[config.mk]
export PLATFORM = sky130hd
export DESIGN_NAME = calendar_month_grid_generator
export DESIGN_NICKNAME = d
export VERILOG_FILES = /design/src/hdl/cmg_pkg.sv /design/src/hdl/cmg_sequencer.sv /design/src/hdl/cmg_datapath.sv /design/src/hdl/calendar_month_grid_generator.sv
export SDC_FILE = /design/constraint.sdc
export NUM_CORES = 1
export LEC_CHECK = 0
export BUFFER_PORTS_ARGS = -buffer_cell sky130_fd_sc_hd__buf_2
export CELL_PAD_IN_SITES_DETAIL_PLACEMENT = 0
export CELL_PAD_IN_SITES_GLOBAL_PLACEMENT = 2
export CORE_ASPECT_RATIO = 0.75
export CORE_MARGIN = 2
export CORE_UTILIZATION = 37
export CTS_BUF_LIST = sky130_fd_sc_hd__clkbuf_2 sky130_fd_sc_hd__clkbuf_4 sky130_fd_sc_hd__clkbuf_8
export CTS_CLUSTER_SIZE = 25
export DETAILED_ROUTE_END_ITERATION = 6
export PLACE_DENSITY_LB_ADDON = 0.1
export SLEW_MARGIN = 25
export SYNTH_ARGS = -nofsm -noshare
export SYNTH_HDL_FRONTEND = slang
export SYNTH_SLANG_ARGS = --single-unit
[constraint.sdc]
create_clock -name clk -period 8.4 [get_ports clk]
set_clock_uncertainty 0.05 [all_clocks]
set_input_delay 1.68 -clock clk [delete_from_list [all_inputs] [get_ports clk]]
set_output_delay 1.68 -clock clk [all_outputs]
set_load 0.03 [all_outputs]
[src/hdl/cmg_pkg.sv]
// Package for the calendar month grid generator: field widths, year limits,
// action codes, the microcode control word and the month tables.
// Depends on nothing; every other file of the block imports it.
package cmg_pkg;

  localparam int unsigned YEAR_W   = 12;
  localparam int unsigned MONTH_W  = 4;
  localparam int unsigned DAY_W    = 5;
  localparam int unsigned COL_W    = 3;
  localparam int unsigned ROW_W    = 3;
  localparam int unsigned CLASS_W  = 2;
  localparam int unsigned ACTION_W = 3;
  localparam int unsigned PC_W     = 3;
  localparam int unsigned Q100_W   = 5;
  localparam int unsigned SUM_W    = 13;
  localparam int unsigned IN_DATA_W  = 16;
  localparam int unsigned OUT_DATA_W = 32;

  localparam logic [YEAR_W-1:0]  MIN_YEAR   = 12'd1001;
  localparam logic [YEAR_W-1:0]  MAX_YEAR   = 12'd2999;
  localparam logic [YEAR_W-1:0]  RESET_YEAR = 12'd2000;
  localparam logic [MONTH_W-1:0] JANUARY    = 4'd1;
  localparam logic [MONTH_W-1:0] FEBRUARY   = 4'd2;
  localparam logic [MONTH_W-1:0] DECEMBER   = 4'd12;
  localparam logic [COL_W-1:0]   SUNDAY     = 3'd0;
  localparam logic [COL_W-1:0]   SATURDAY   = 3'd6;

  // Floor division by 100 as a multiply by 1311 and a shift of 17 places,
  // exact for every year below 4096.
  localparam int unsigned RECIP_W    = 11;
  localparam logic [RECIP_W-1:0] RECIP_100 = 11'd1311;
  localparam int unsigned RECIP_SH   = 17;
  localparam int unsigned PROD_W     = YEAR_W + RECIP_W;

  typedef enum logic [ACTION_W-1:0] {
    ACT_SHOW       = 3'd0,
    ACT_MONTH_UP   = 3'd1,
    ACT_MONTH_DOWN = 3'd2,
    ACT_YEAR_UP    = 3'd3,
    ACT_YEAR_DOWN  = 3'd4,
    ACT_SET        = 3'd5
  } action_t;

  typedef enum logic [CLASS_W-1:0] {
    CLS_ORDINARY = 2'd0,
    CLS_SUNDAY   = 2'd1,
    CLS_SATURDAY = 2'd2
  } day_class_t;

  typedef enum logic [1:0] {
    COND_ALWAYS    = 2'd0,
    COND_IN_BEAT   = 2'd1,
    COND_LAST_BEAT = 2'd2
  } cond_t;

  typedef enum logic {
    MUL_PREV = 1'b0,
    MUL_YEAR = 1'b1
  } mul_sel_t;

  localparam logic [PC_W-1:0] STEP_WAIT  = 3'd0;
  localparam logic [PC_W-1:0] STEP_MULP  = 3'd1;
  localparam logic [PC_W-1:0] STEP_MULY  = 3'd2;
  localparam logic [PC_W-1:0] STEP_FIRST = 3'd3;
  localparam logic [PC_W-1:0] STEP_EMIT  = 3'd4;

  typedef struct packed {
    logic             wait_in;
    logic             mul_en;
    mul_sel_t         mul_sel;
    logic             ld_qprev;
    logic             ld_first;
    logic             emit;
    cond_t            cond;
    logic [PC_W-1:0]  target;
  } ctrl_t;

  typedef struct packed {
    logic in_beat;
    logic last_beat;
  } status_t;

  function automatic ctrl_t ucode(input logic [PC_W-1:0] pc);
    ctrl_t cw;
    cw = '0;
    cw.cond   = COND_ALWAYS;
    cw.target = STEP_WAIT;
    case (pc)
      STEP_WAIT: begin
        cw.wait_in = 1'b1;
        cw.cond    = COND_IN_BEAT;
        cw.target  = STEP_MULP;
      end
      STEP_MULP: begin
        cw.mul_en  = 1'b1;
        cw.mul_sel = MUL_PREV;
        cw.target  = STEP_MULY;
      end
      STEP_MULY: begin
        cw.ld_qprev = 1'b1;
        cw.mul_en   = 1'b1;
        cw.mul_sel  = MUL_YEAR;
        cw.target   = STEP_FIRST;
      end
      STEP_FIRST: begin
        cw.ld_first = 1'b1;
        cw.target   = STEP_EMIT;
      end
      STEP_EMIT: begin
        cw.emit   = 1'b1;
        cw.cond   = COND_LAST_BEAT;
        cw.target = STEP_WAIT;
      end
      default: begin
        cw.target = STEP_WAIT;
      end
    endcase
    return cw;
  endfunction

  function automatic logic [DAY_W-1:0] month_len(input logic [MONTH_W-1:0] m);
    logic [DAY_W-1:0] n;
    case (m)
      4'd1, 4'd3, 4'd5, 4'd7, 4'd8, 4'd10, 4'd12: n = 5'd31;
      4'd4, 4'd6, 4'd9, 4'd11:                   n = 5'd30;
      4'd2:                                      n = 5'd28;
      default:                                   n = 5'd0;
    endcase
    return n;
  endfunction

  // Days before the first of each month in a common year.
  function automatic logic [8:0] month_offset(input logic [MONTH_W-1:0] m);
    logic [8:0] n;
    case (m)
      4'd2:    n = 9'd31;
      4'd3:    n = 9'd59;
      4'd4:    n = 9'd90;
      4'd5:    n = 9'd120;
      4'd6:    n = 9'd151;
      4'd7:    n = 9'd181;
      4'd8:    n = 9'd212;
      4'd9:    n = 9'd243;
      4'd10:   n = 9'd273;
      4'd11:   n = 9'd304;
      4'd12:   n = 9'd334;
      default: n = 9'd0;
    endcase
    return n;
  endfunction

  localparam int unsigned HOL_N = 11;
  localparam logic [HOL_N-1:0][MONTH_W-1:0] HOL_MONTH = {
    4'd12, 4'd10, 4'd10, 4'd8, 4'd7, 4'd6, 4'd5, 4'd4, 4'd3, 4'd1, 4'd1
  };
  localparam logic [HOL_N-1:0][DAY_W-1:0] HOL_DAY = {
    5'd25, 5'd3, 5'd1, 5'd15, 5'd17, 5'd6, 5'd5, 5'd5, 5'd1, 5'd2, 5'd1
  };

  function automatic logic holiday_hit(input logic [MONTH_W-1:0] m,
                                       input logic [DAY_W-1:0] d);
    logic hit;
    hit = 1'b0;
    for (int k = 0; k < HOL_N; k++) begin
      if (m == HOL_MONTH[k] && d == HOL_DAY[k]) hit = 1'b1;
    end
    return hit;
  endfunction

  // Remainder by seven through sums of octal digits, since eight leaves one.
  function automatic logic [COL_W-1:0] mod7(input logic [SUM_W-1:0] x);
    logic [4:0] s1;
    logic [3:0] s2;
    logic [3:0] r;
    s1 = {2'b0, x[2:0]} + {2'b0, x[5:3]} + {2'b0, x[8:6]} + {2'b0, x[11:9]}
       + {4'b0, x[12]};
    s2 = {1'b0, s1[2:0]} + {2'b0, s1[4:3]};
    r  = (s2 >= 4'd7) ? s2 - 4'd7 : s2;
    return r[COL_W-1:0];
  endfunction

endpackage

[src/hdl/cmg_sequencer.sv]
// Microcode sequencer: step counter, control store and conditional jumps.
// Depends on cmg_pkg for the control word, status and control store.
module cmg_sequencer (
  input  logic            clk,
  input  logic            rst_n,
  input  cmg_pkg::status_t st,
  output cmg_pkg::ctrl_t   cw
);
  import cmg_pkg::*;

  logic [PC_W-1:0] pc_r;
  logic [PC_W-1:0] pc_nxt;
  logic            cond_met;

  assign cw = ucode(pc_r);

  always_comb begin
    case (cw.cond)
      COND_ALWAYS:    cond_met = 1'b1;
      COND_IN_BEAT:   cond_met = st.in_beat;
      COND_LAST_BEAT: cond_met = st.last_beat;
      default:        cond_met = 1'b1;
    endcase
    pc_nxt = cond_met ? cw.target : pc_r;
  end

  always_ff @(posedge clk) begin
    if (!rst_n) begin
      pc_r <= STEP_WAIT;
    end else begin
      pc_r <= pc_nxt;
    end
  end

endmodule

[src/hdl/cmg_datapath.sv]
// Datapath: year and month registers, navigation, shared multiplier, weekday
// of the first, day counters and the output register.
// Depends on cmg_pkg; driven by the control word from cmg_sequencer.
module cmg_datapath (
  input  logic                          clk,
  input  logic                          rst_n,
  input  cmg_pkg::ctrl_t                cw,
  output cmg_pkg::status_t              st,
  input  logic                          cfg_wr_en,
  input  logic [cmg_pkg::DAY_W-1:0]     cfg_wr_data,
  input  logic                          in_tvalid,
  output logic                          in_tready,
  input  logic [cmg_pkg::ACTION_W-1:0]  in_tuser,
  input  logic [cmg_pkg::IN_DATA_W-1:0] in_tdata,
  output logic                          out_tvalid,
  input  logic                          out_tready,
  output logic [cmg_pkg::OUT_DATA_W-1:0] out_tdata,
  output logic                          out_tlast
);
  import cmg_pkg::*;

  logic [YEAR_W-1:0]  year_r, year_nxt;
  logic [MONTH_W-1:0] month_r, month_nxt;
  logic [DAY_W-1:0]   today_r;
  logic [PROD_W-1:0]  prod_r;
  logic [Q100_W-1:0]  qprev_r;
  logic [DAY_W-1:0]   day_r, ndays_r;
  logic [COL_W-1:0]   col_r;
  logic [ROW_W-1:0]   row_r;
  logic               out_valid_r;
  logic [OUT_DATA_W-1:0] out_data_r;
  logic               out_last_r;

  logic               in_beat, emit_beat;
  logic [YEAR_W-1:0]  set_y, set_year_c, year_inc, year_dec, prev;
  logic [MONTH_W-1:0] set_m, set_month_c;
  logic [YEAR_W-1:0]  mul_a;
  logic [Q100_W-1:0]  qy;
  logic [YEAR_W-1:0]  qy_x100;
  logic               leap;
  logic [SUM_W-1:0]   tot;
  logic [DAY_W-1:0]   ndays_c;
  logic               hol;
  day_class_t         cls;
  logic               last_day;

  assign set_y = in_tdata[YEAR_W-1:0];
  assign set_m = in_tdata[YEAR_W+MONTH_W-1:YEAR_W];

  assign in_tready = cw.wait_in;
  assign in_beat   = in_tvalid && cw.wait_in;
  assign emit_beat = cw.emit && (!out_valid_r || out_tready);
  assign last_day  = (day_r == ndays_r);
  assign st.in_beat   = in_beat;
  assign st.last_beat = emit_beat && last_day;

  assign year_inc = year_r + 12'd1;
  assign year_dec = year_r - 12'd1;
  assign prev     = year_r - 12'd1;

  always_comb begin
    set_year_c = set_y;
    if (set_year_c > MAX_YEAR) set_year_c = MAX_YEAR;
    if (set_year_c < MIN_YEAR) set_year_c = MIN_YEAR;
    set_month_c = set_m;
    if (set_month_c < JANUARY)  set_month_c = JANUARY;
    if (set_month_c > DECEMBER) set_month_c = DECEMBER;

    year_nxt  = year_r;
    month_nxt = month_r;
    case (action_t'(in_tuser))
      ACT_MONTH_UP: begin
        if (month_r >= DECEMBER) begin
          if (year_r >= MAX_YEAR) begin
            month_nxt = DECEMBER;
          end else begin
            year_nxt  = year_inc;
            month_nxt = JANUARY;
          end
        end else begin
          month_nxt = month_r + 4'd1;
        end
      end
      ACT_MONTH_DOWN: begin
        if (month_r <= JANUARY) begin
          if (year_r <= MIN_YEAR) begin
            month_nxt = JANUARY;
          end else begin
            year_nxt  = year_dec;
            month_nxt = DECEMBER;
          end
        end else begin
          month_nxt = month_r - 4'd1;
        end
      end
      ACT_YEAR_UP: begin
        year_nxt = (year_inc > MAX_YEAR) ? MAX_YEAR : year_inc;
      end
      ACT_YEAR_DOWN: begin
        year_nxt = (year_dec < MIN_YEAR) ? MIN_YEAR : year_dec;
      end
      ACT_SET: begin
        year_nxt  = set_year_c;
        month_nxt = set_month_c;
      end
      default: begin
        year_nxt  = year_r;
        month_nxt = month_r;
      end
    endcase
  end

  assign mul_a = (cw.mul_sel == MUL_YEAR) ? year_r : prev;

  assign qy      = prod_r[RECIP_SH+Q100_W-1:RECIP_SH];
  assign qy_x100 = YEAR_W'(qy * 7'd100);
  assign leap    = (year_r[1:0] == 2'b00) && ((year_r != qy_x100) || (qy[1:0] == 2'b00));

  always_comb begin
    tot = {1'b0, prev} + {3'b0, prev[YEAR_W-1:2]} - {{(SUM_W-Q100_W){1'b0}}, qprev_r}
        + {{(SUM_W-Q100_W+2){1'b0}}, qprev_r[Q100_W-1:2]}
        + {4'b0, month_offset(month_r)}
        + {{(SUM_W-1){1'b0}}, (leap && month_r > FEBRUARY)}
        + 13'd1;
    ndays_c = month_len(month_r) + {{(DAY_W-1){1'b0}}, (leap && month_r == FEBRUARY)};
  end

  assign hol = holiday_hit(month_r, day_r);
  always_comb begin
    if (hol || col_r == SUNDAY) begin
      cls = CLS_SUNDAY;
    end else if (col_r == SATURDAY) begin
      cls = CLS_SATURDAY;
    end else begin
      cls = CLS_ORDINARY;
    end
  end

  always_ff @(posedge clk) begin
    if (!rst_n) begin
      year_r      <= RESET_YEAR;
      month_r     <= JANUARY;
      today_r     <= '0;
      out_valid_r <= 1'b0;
    end else begin
      if (cfg_wr_en) today_r <= cfg_wr_data;
      if (in_beat) begin
        year_r  <= year_nxt;
        month_r <= month_nxt;
      end
      if (emit_beat) begin
        out_valid_r <= 1'b1;
      end else if (out_tready) begin
        out_valid_r <= 1'b0;
      end
    end
  end

  always_ff @(posedge clk) begin
    if (cw.mul_en) prod_r <= PROD_W'(mul_a * RECIP_100);
    if (cw.ld_qprev) qprev_r <= qy;
    if (cw.ld_first) begin
      col_r   <= mod7(tot);
      row_r   <= '0;
      day_r   <= 5'd1;
      ndays_r <= ndays_c;
    end else if (emit_beat) begin
      day_r <= day_r + 5'd1;
      if (col_r == SATURDAY) begin
        col_r <= SUNDAY;
        row_r <= row_r + 3'd1;
      end else begin
        col_r <= col_r + 3'd1;
      end
    end
    if (emit_beat) begin
      out_data_r <= {1'b0, (day_r == today_r), cls, hol, row_r, col_r, day_r,
                     month_r, year_r};
      out_last_r <= last_day;
    end
  end

  assign out_tvalid = out_valid_r;
  assign out_tdata  = out_data_r;
  assign out_tlast  = out_last_r;

endmodule

[src/hdl/calendar_month_grid_generator.sv]
// Order of work: the wait step takes an input beat, the multiply steps and the first-day
// step follow, then the single emit step sends one day per cycle unless the output stalls.
// A new navigation beat is taken only after the month's last day cell has been sent.
// Reset: synchronous, active low; year 2000, January, no day marked as today.
// Top level of the month grid generator; instantiates cmg_sequencer and cmg_datapath.
module calendar_month_grid_generator (
  input  logic                           clk,
  input  logic                           rst_n,
  input  logic                           cfg_wr_en,
  input  logic [cmg_pkg::DAY_W-1:0]      cfg_wr_data,   // today_day
  input  logic                           in_tvalid,
  output logic                           in_tready,
  input  logic [cmg_pkg::ACTION_W-1:0]   in_tuser,      // action
  input  logic [cmg_pkg::IN_DATA_W-1:0]  in_tdata,      // set_year, set_month
  output logic                           out_tvalid,
  input  logic                           out_tready,
  // shown_year, shown_month, day_number, grid_column, grid_row, holiday_flag,
  // day_class, today_flag, one zero bit
  output logic [cmg_pkg::OUT_DATA_W-1:0] out_tdata,
  output logic                           out_tlast      // last_cell
);
  import cmg_pkg::*;

  ctrl_t   cw;
  status_t st;

  cmg_sequencer u_seq (
    .clk   (clk),
    .rst_n (rst_n),
    .st    (st),
    .cw    (cw)
  );

  cmg_datapath u_dp (
    .clk         (clk),
    .rst_n       (rst_n),
    .cw          (cw),
    .st          (st),
    .cfg_wr_en   (cfg_wr_en),
    .cfg_wr_data (cfg_wr_data),
    .in_tvalid   (in_tvalid),
    .in_tready   (in_tready),
    .in_tuser    (in_tuser),
    .in_tdata    (in_tdata),
    .out_tvalid  (out_tvalid),
    .out_tready  (out_tready),
    .out_tdata   (out_tdata),
    .out_tlast   (out_tlast)
  );

`ifndef SYNTH
  a_cells_run_on: assert property (@(posedge clk) disable iff (!rst_n)
    out_tvalid && out_tready && !out_tlast |=> out_tvalid)
    else $error("day cells of a month are not sent back to back");

  a_day_steps: assert property (@(posedge clk) disable iff (!rst_n)
    out_tvalid && out_tready && !out_tlast |=> out_tdata[20:16] == $past(out_tdata[20:16]) + 5'd1)
    else $error("day number does not advance by one");

  a_grid_range: assert property (@(posedge clk) disable iff (!rst_n)
    out_tvalid |-> out_tdata[20:16] != 5'd0 && out_tdata[23:21] <= 3'd6
                   && out_tdata[26:24] <= 3'd5)
    else $error("cell outside the month grid");

  a_one_item: assert property (@(posedge clk) disable iff (!rst_n)
    in_tvalid && in_tready |=> !in_tready)
    else $error("input taken while a month is being laid out");
`endif

endmodule
==> results_dict.tcl, run 1 <==
set metrics [dict create \
    status "finished with violations" \
    violations "setup timing" \
    drt_iter0_markers 584 \
    cpMostUsedCell "inv_2" \
    setup_violations 3 \
    die_y_um 146 \
    syn_inst 1081 \
    cts.clk_slew.worst_paths_ns 0.09 \
    synth.distinct_cells 78 \
    dp_cells 1503 \
    seq_area_frac_synth_pct 24.0 \
    clockBufferDepth 2 \
    fin_cells 1528 \
    cts_root_buffer "clkbuf_8" \
    rsz0062_at_grt "yes" \
    firstDrtPassIters 5 \
    final_cell_mix "inv_1 (162), ha_1 (158), nand2_1 (70)" \
    vias 7717 \
    final.min_clock_period_ns 8.76 \
    arrival_ns 8.85 \
    rows 52 \
    syn_to_final_growth_pct 13.5 \
    place_hpwl_um 21500 \
    grt_pass1_vias 7354 \
    drive_above_1_share_pct 15.3 \
    layout_commonest_cell "inv_1" \
    grt_usage_pct 19.2 \
    ys_warn_count 0 \
    vias_per_cell 5.05 \
    place_congestion 0.823 \
    crit_slowest_cell "fa_1" \
    finalHoldViolations 0 \
    grt-ovfl-total 0 \
    synthFlopType "edfxtp_1" \
    cts_sinks 95 \
    yosysTopAreaCellShare_pct 20.5 \
    diodes 0 \
    grt_max_degree 28 \
    io_pins 64 \
    fin_nets 1431 \
    worst_pin_slew_ns 0.913 \
    fin_crit_sh_pct 104 \
    port_buffers 62 \
    cts_buffers 9 \
    cts_tree "yes" \
    h-tree-depth 3 \
    clock.fmax_mhz 114 \
    ant_nets 0 \
    wirelength_um 26300 \
    crit_fanout 4 \
    start_kind "flip-flop" \
    drc 0 \
    worstHoldPathType "flip-flop to flip-flop" \
    clk_latency_ns 0.40 \
    design.core.area_um2 26700 \
    ys_ff_latch 95 \
    start_util_pct 37.4 \
    grt_pass1_wl_um 42200 \
    ys_async_sr_fraction_pct 0 \
    cp_slowest_stage_delay_ns 0.55 \
    yosysTopAreaCell "ha_1" \
    slew_violations 0 \
    die_w_um 194 \
    fin_ws_ns -0.357 \
    avgSynthCellArea_um2 9.25 \
    critical_path_class "flip-flop to flip-flop" \
    syn-num-nets 1340 \
    relSlewSlack_pct 38.7 \
    post_drt_wl_per_cell_um 17.2 \
    netlist_top_cells_area "ha_1 (21%), edfxtp_1 (15%), fa_1 (13%)" \
    required_ns 8.49 \
    synth_edf_count 50 \
    die-area_um2 28400 \
    hold_buffers 0 \
    antenna_found_initial 1 \
    drv_cap 0 \
    worstSetupEndpointType "flip-flop" \
    syn_area_um2 10000 \
]
## synth_stat cells, drive strengths merged (20+ instances only)
| library cell | n |
|---|---|
| inv | 170 |
| ha | 164 |
| nand2 | 70 |
| nor2 | 68 |
| fa | 66 |
| xnor2 | 54 |
| a21oi | 53 |
| edfxtp | 50 |
| dfxtp | 45 |
| o21ai | 39 |
| xor2 | 28 |
| nor3 | 26 |
| nand3 | 25 |
| clkbuf | 20 |
## worst paths after layout
kind | start | to | slack [ns] | cells past startpoint
setup reg to reg | u_dp.prod_r[18]$_DFFE_PN_ | u_dp.col_r[1]$_DFFE_PP_ | -0.36 | 40
hold reg to reg | u_dp.row_r[2]$_SDFFE_PP0P_ | u_dp.out_tdata[26]$_DFFE_PP_ | 0.41 | 0
hold / removal | u_dp.row_r[2]$_SDFFE_PP0P_ | u_dp.out_tdata[26]$_DFFE_PP_ | 0.41 | 0
setup / recovery | u_dp.prod_r[18]$_DFFE_PN_ | u_dp.col_r[1]$_DFFE_PP_ | -0.36 | 40
## final cells by class
| cell class | instances | area (um2) |
|---|---|---|
| fill | 2704 | 15400 |
| tap | 351 | 439 |
| clock inverter | 7 | 103 |
| multi-input combinational | 778 | 6910 |
| timing repair buffer | 118 | 731 |
| inverter | 170 | 638 |
| clock buffer | 9 | 124 |
| sequential | 95 | 2400 |
## stage by stage
stage               setup TNS, ns  utilization, %  hold WS, ns  instance area (um2)  setup WS, ns
floorplan                  -0.165               -        0.353                10100       -0.0960
global placement           -0.897            41.2        0.398                11000        -0.368
detailed placement          -1.26            41.2        0.393                11000        -0.477
CTS                        -0.827            42.2        0.419                11300        -0.348
global route                -2.30            42.4        0.438                11300        -0.854
finish                     -0.859            42.4        0.415                11300        -0.357
## metal layers
layer / global-route usage [%] / up-vias / part of all wire (%)
met5: 0 / - / 0
met4: 3.18 / 0 / 0.74
met3: 2.98 / 10 / 4.6
met2: 25.7 / 158 / 38
met1: 32.0 / 3688 / 57
li1: - / 3861 / -
## worst max-delay path: cells and delay by family (launching register included)
kind            cells  cell delay, ns
fa+ha+maj          14            4.69
flops               1            0.42
compound gates     10            1.65
xor+xnor            3            0.46
simple gates        5            0.66
buf+inv             7            0.36
mux                 1            0.20
## repair_timing
action / in CTS / in global routing
gates resized for setup: 0 / 10
setup endpoints to repair: 3 / 3
setup buffers: 8 / 1
pin swaps: 13 / 9
## kinds of logic after synthesis
logic type,synth area share [%]
mux,1.81
compound gates,12.8
fa+ha+maj,33.7
buf+inv,8.08
other cells,0.0375
flops,24.0
xor+xnor,7.18
simple gates,12.4
Power of run 1 is left out: the tool's default activity adds up to more than one toggle a clock period on the data nets, which glitch-free logic cannot reach.
==> inputs of run 2 (changes only) <==
--- a/config.mk
+++ b/config.mk
@@ -10,7 +10,7 @@
 export CELL_PAD_IN_SITES_GLOBAL_PLACEMENT = 2
 export CORE_ASPECT_RATIO = 0.75
 export CORE_MARGIN = 2
-export CORE_UTILIZATION = 37
+export CORE_UTILIZATION = 44
 export CTS_BUF_LIST = sky130_fd_sc_hd__clkbuf_2 sky130_fd_sc_hd__clkbuf_4 sky130_fd_sc_hd__clkbuf_8
 export CTS_CLUSTER_SIZE = 25
 export DETAILED_ROUTE_END_ITERATION = 6
==> constraint.sdc (replaced) <==
create_clock -name clk -period 11.2 [get_ports clk]
set_clock_uncertainty 0.05 [all_clocks]
set_input_delay 2.24 -clock clk [delete_from_list [all_inputs] [get_ports clk]]
set_output_delay 2.24 -clock clk [all_outputs]
set_load 0.03 [all_outputs]
==> run 2 against run 1 <==
The flow now finishes without violations. Via count decreased by 3.0%. Final area decreased by 4.9%. Non-clock buffer count decreased by 45. First-iteration DRC count increased by 6.3%. Worst hold slack improved by 0.016 ns. Utilization increased by 6.2 points. Critical path depth unchanged. Global-route usage increased by 2.3 points. Highest routed layer unchanged.
==> results_dict.tcl, run 2 (synthesis results as in run 1) <==
set metrics [dict create \
    syn_to_final_growth_pct 7.90 \
    placed_cell_area_um2 10600 \
    place_congestion 0.840 \
    grt_usage_pct 21.5 \
    crit_fanout 5 \
    worstSetupEndpointType "flip-flop" \
    start_kind "flip-flop" \
    final_cell_mix "inv_1 (169), ha_1 (164), nand2_1 (70)" \
    grt-ovfl-total 0 \
    relSlewSlack_pct 34.5 \
    wirelength_um 24500 \
    h-tree-depth 3 \
    fin_area_um2 10800 \
    worstHoldPathType "flip-flop to flip-flop" \
    hold_buffers 0 \
    ant_nets 0 \
    cts_buffers 9 \
    timing.setup.tns_ns 0 \
    grt_pass1_wl_um 39800 \
    setup_violations 0 \
    cts.clk_slew.worst_paths_ns 0.10 \
    drv_cap 0 \
    start_util_pct 45.1 \
    firstDrtPassIters 5 \
    slew_violations 0 \
    io_pins 64 \
    clock.fmax_mhz 106 \
    rsz0062_at_grt "no" \
    die-area_um2 24000 \
    fin_nets 1386 \
    finalHoldViolations 0 \
    status "finished clean" \
    design.core.area_um2 22200 \
    drive_above_1_share_pct 9.72 \
    antenna_found_initial 0 \
    die_y_um 135 \
    cts_sinks 95 \
    drc 0 \
    post_drt_wl_per_cell_um 17.2 \
    critical_path_class "flip-flop to flip-flop" \
    grt_max_degree 31 \
    cp_slowest_stage_delay_ns 0.49 \
    cts_setup_buffers 0 \
    grt_pass1_vias 7072 \
    arrival_ns 9.54 \
    vias_per_cell 5.25 \
    cts_root_buffer "clkbuf_8" \
    worst_pin_slew_ns 0.979 \
    place_hpwl_um 19800 \
    port_buffers 62 \
    fin_hold_ws_ns 0.431 \
    fin_cells 1426 \
    die_w_um 178 \
    drt_iter0_markers 621 \
    crit_slowest_cell "edfxtp_1" \
    vias 7485 \
    layout_commonest_cell "inv_1" \
    cts_resized 0 \
    required_ns 11.29 \
    cts_tree "yes" \
    final.min_clock_period_ns 9.45 \
    fin_crit_sh_pct 84.4 \
    rows 47 \
    clockBufferDepth 2 \
    diodes 0 \
    clk_latency_ns 0.39 \
    dp_cells 1410 \
]
==> run 2: worst paths after layout <==
kind / slack [ns] / from / cells after the start / end
worst min-delay path: 0.43 / u_dp.row_r[2]$_SDFFE_PP0P_ / 0 / u_dp.out_tdata[26]$_DFFE_PP_
worst max-delay path: 1.75 / u_dp.prod_r[18]$_DFFE_PN_ / 40 / u_dp.col_r[1]$_DFFE_PP_
worst min register to register: 0.43 / u_dp.row_r[2]$_SDFFE_PP0P_ / 0 / u_dp.out_tdata[26]$_DFFE_PP_
worst max register to register: 1.75 / u_dp.prod_r[18]$_DFFE_PN_ / 40 / u_dp.col_r[1]$_DFFE_PP_
==> run 2: per-stage QoR <==
stage          worst slack [ns]  util, %
2_1_floorplan              2.45        -
3_3_place_gp               2.01     47.8
3_5_place_dp               1.81     47.8
4_1_cts                    1.78     48.7
5_1_grt                    1.14     48.7
6_report                   1.75     48.7
==> run 2: area by class of cell <==
class / count / area, um2
clock buffer: 11 / 145
clock inverter: 5 / 38.8
fill: 2117 / 11400
inverter: 170 / 638
multi-input combinational: 778 / 6800
sequential: 95 / 2400
tap: 294 / 368
timing repair buffer: 73 / 393
==> run 2: critical path: cells and delay by family, from the launching register on <==
kind / cells / cell delay (ns)
xor+xnor: 4 / 0.63
buf+inv: 6 / 0.40
simple gates: 4 / 0.58
flops: 1 / 0.49
fa+ha+maj: 14 / 4.27
mux: 1 / 0.22
compound gates: 11 / 2.57
==> run 2: routing by layer <==
metal,part of all wire [%],up-vias,track usage (%)
li1,-,3761,-
met1,56,3500,36.4
met2,38,209,28.4
met3,5.2,15,2.73
met4,0.81,0,4.10
met5,0,-,0
Power of run 2 is left out for the same reason.
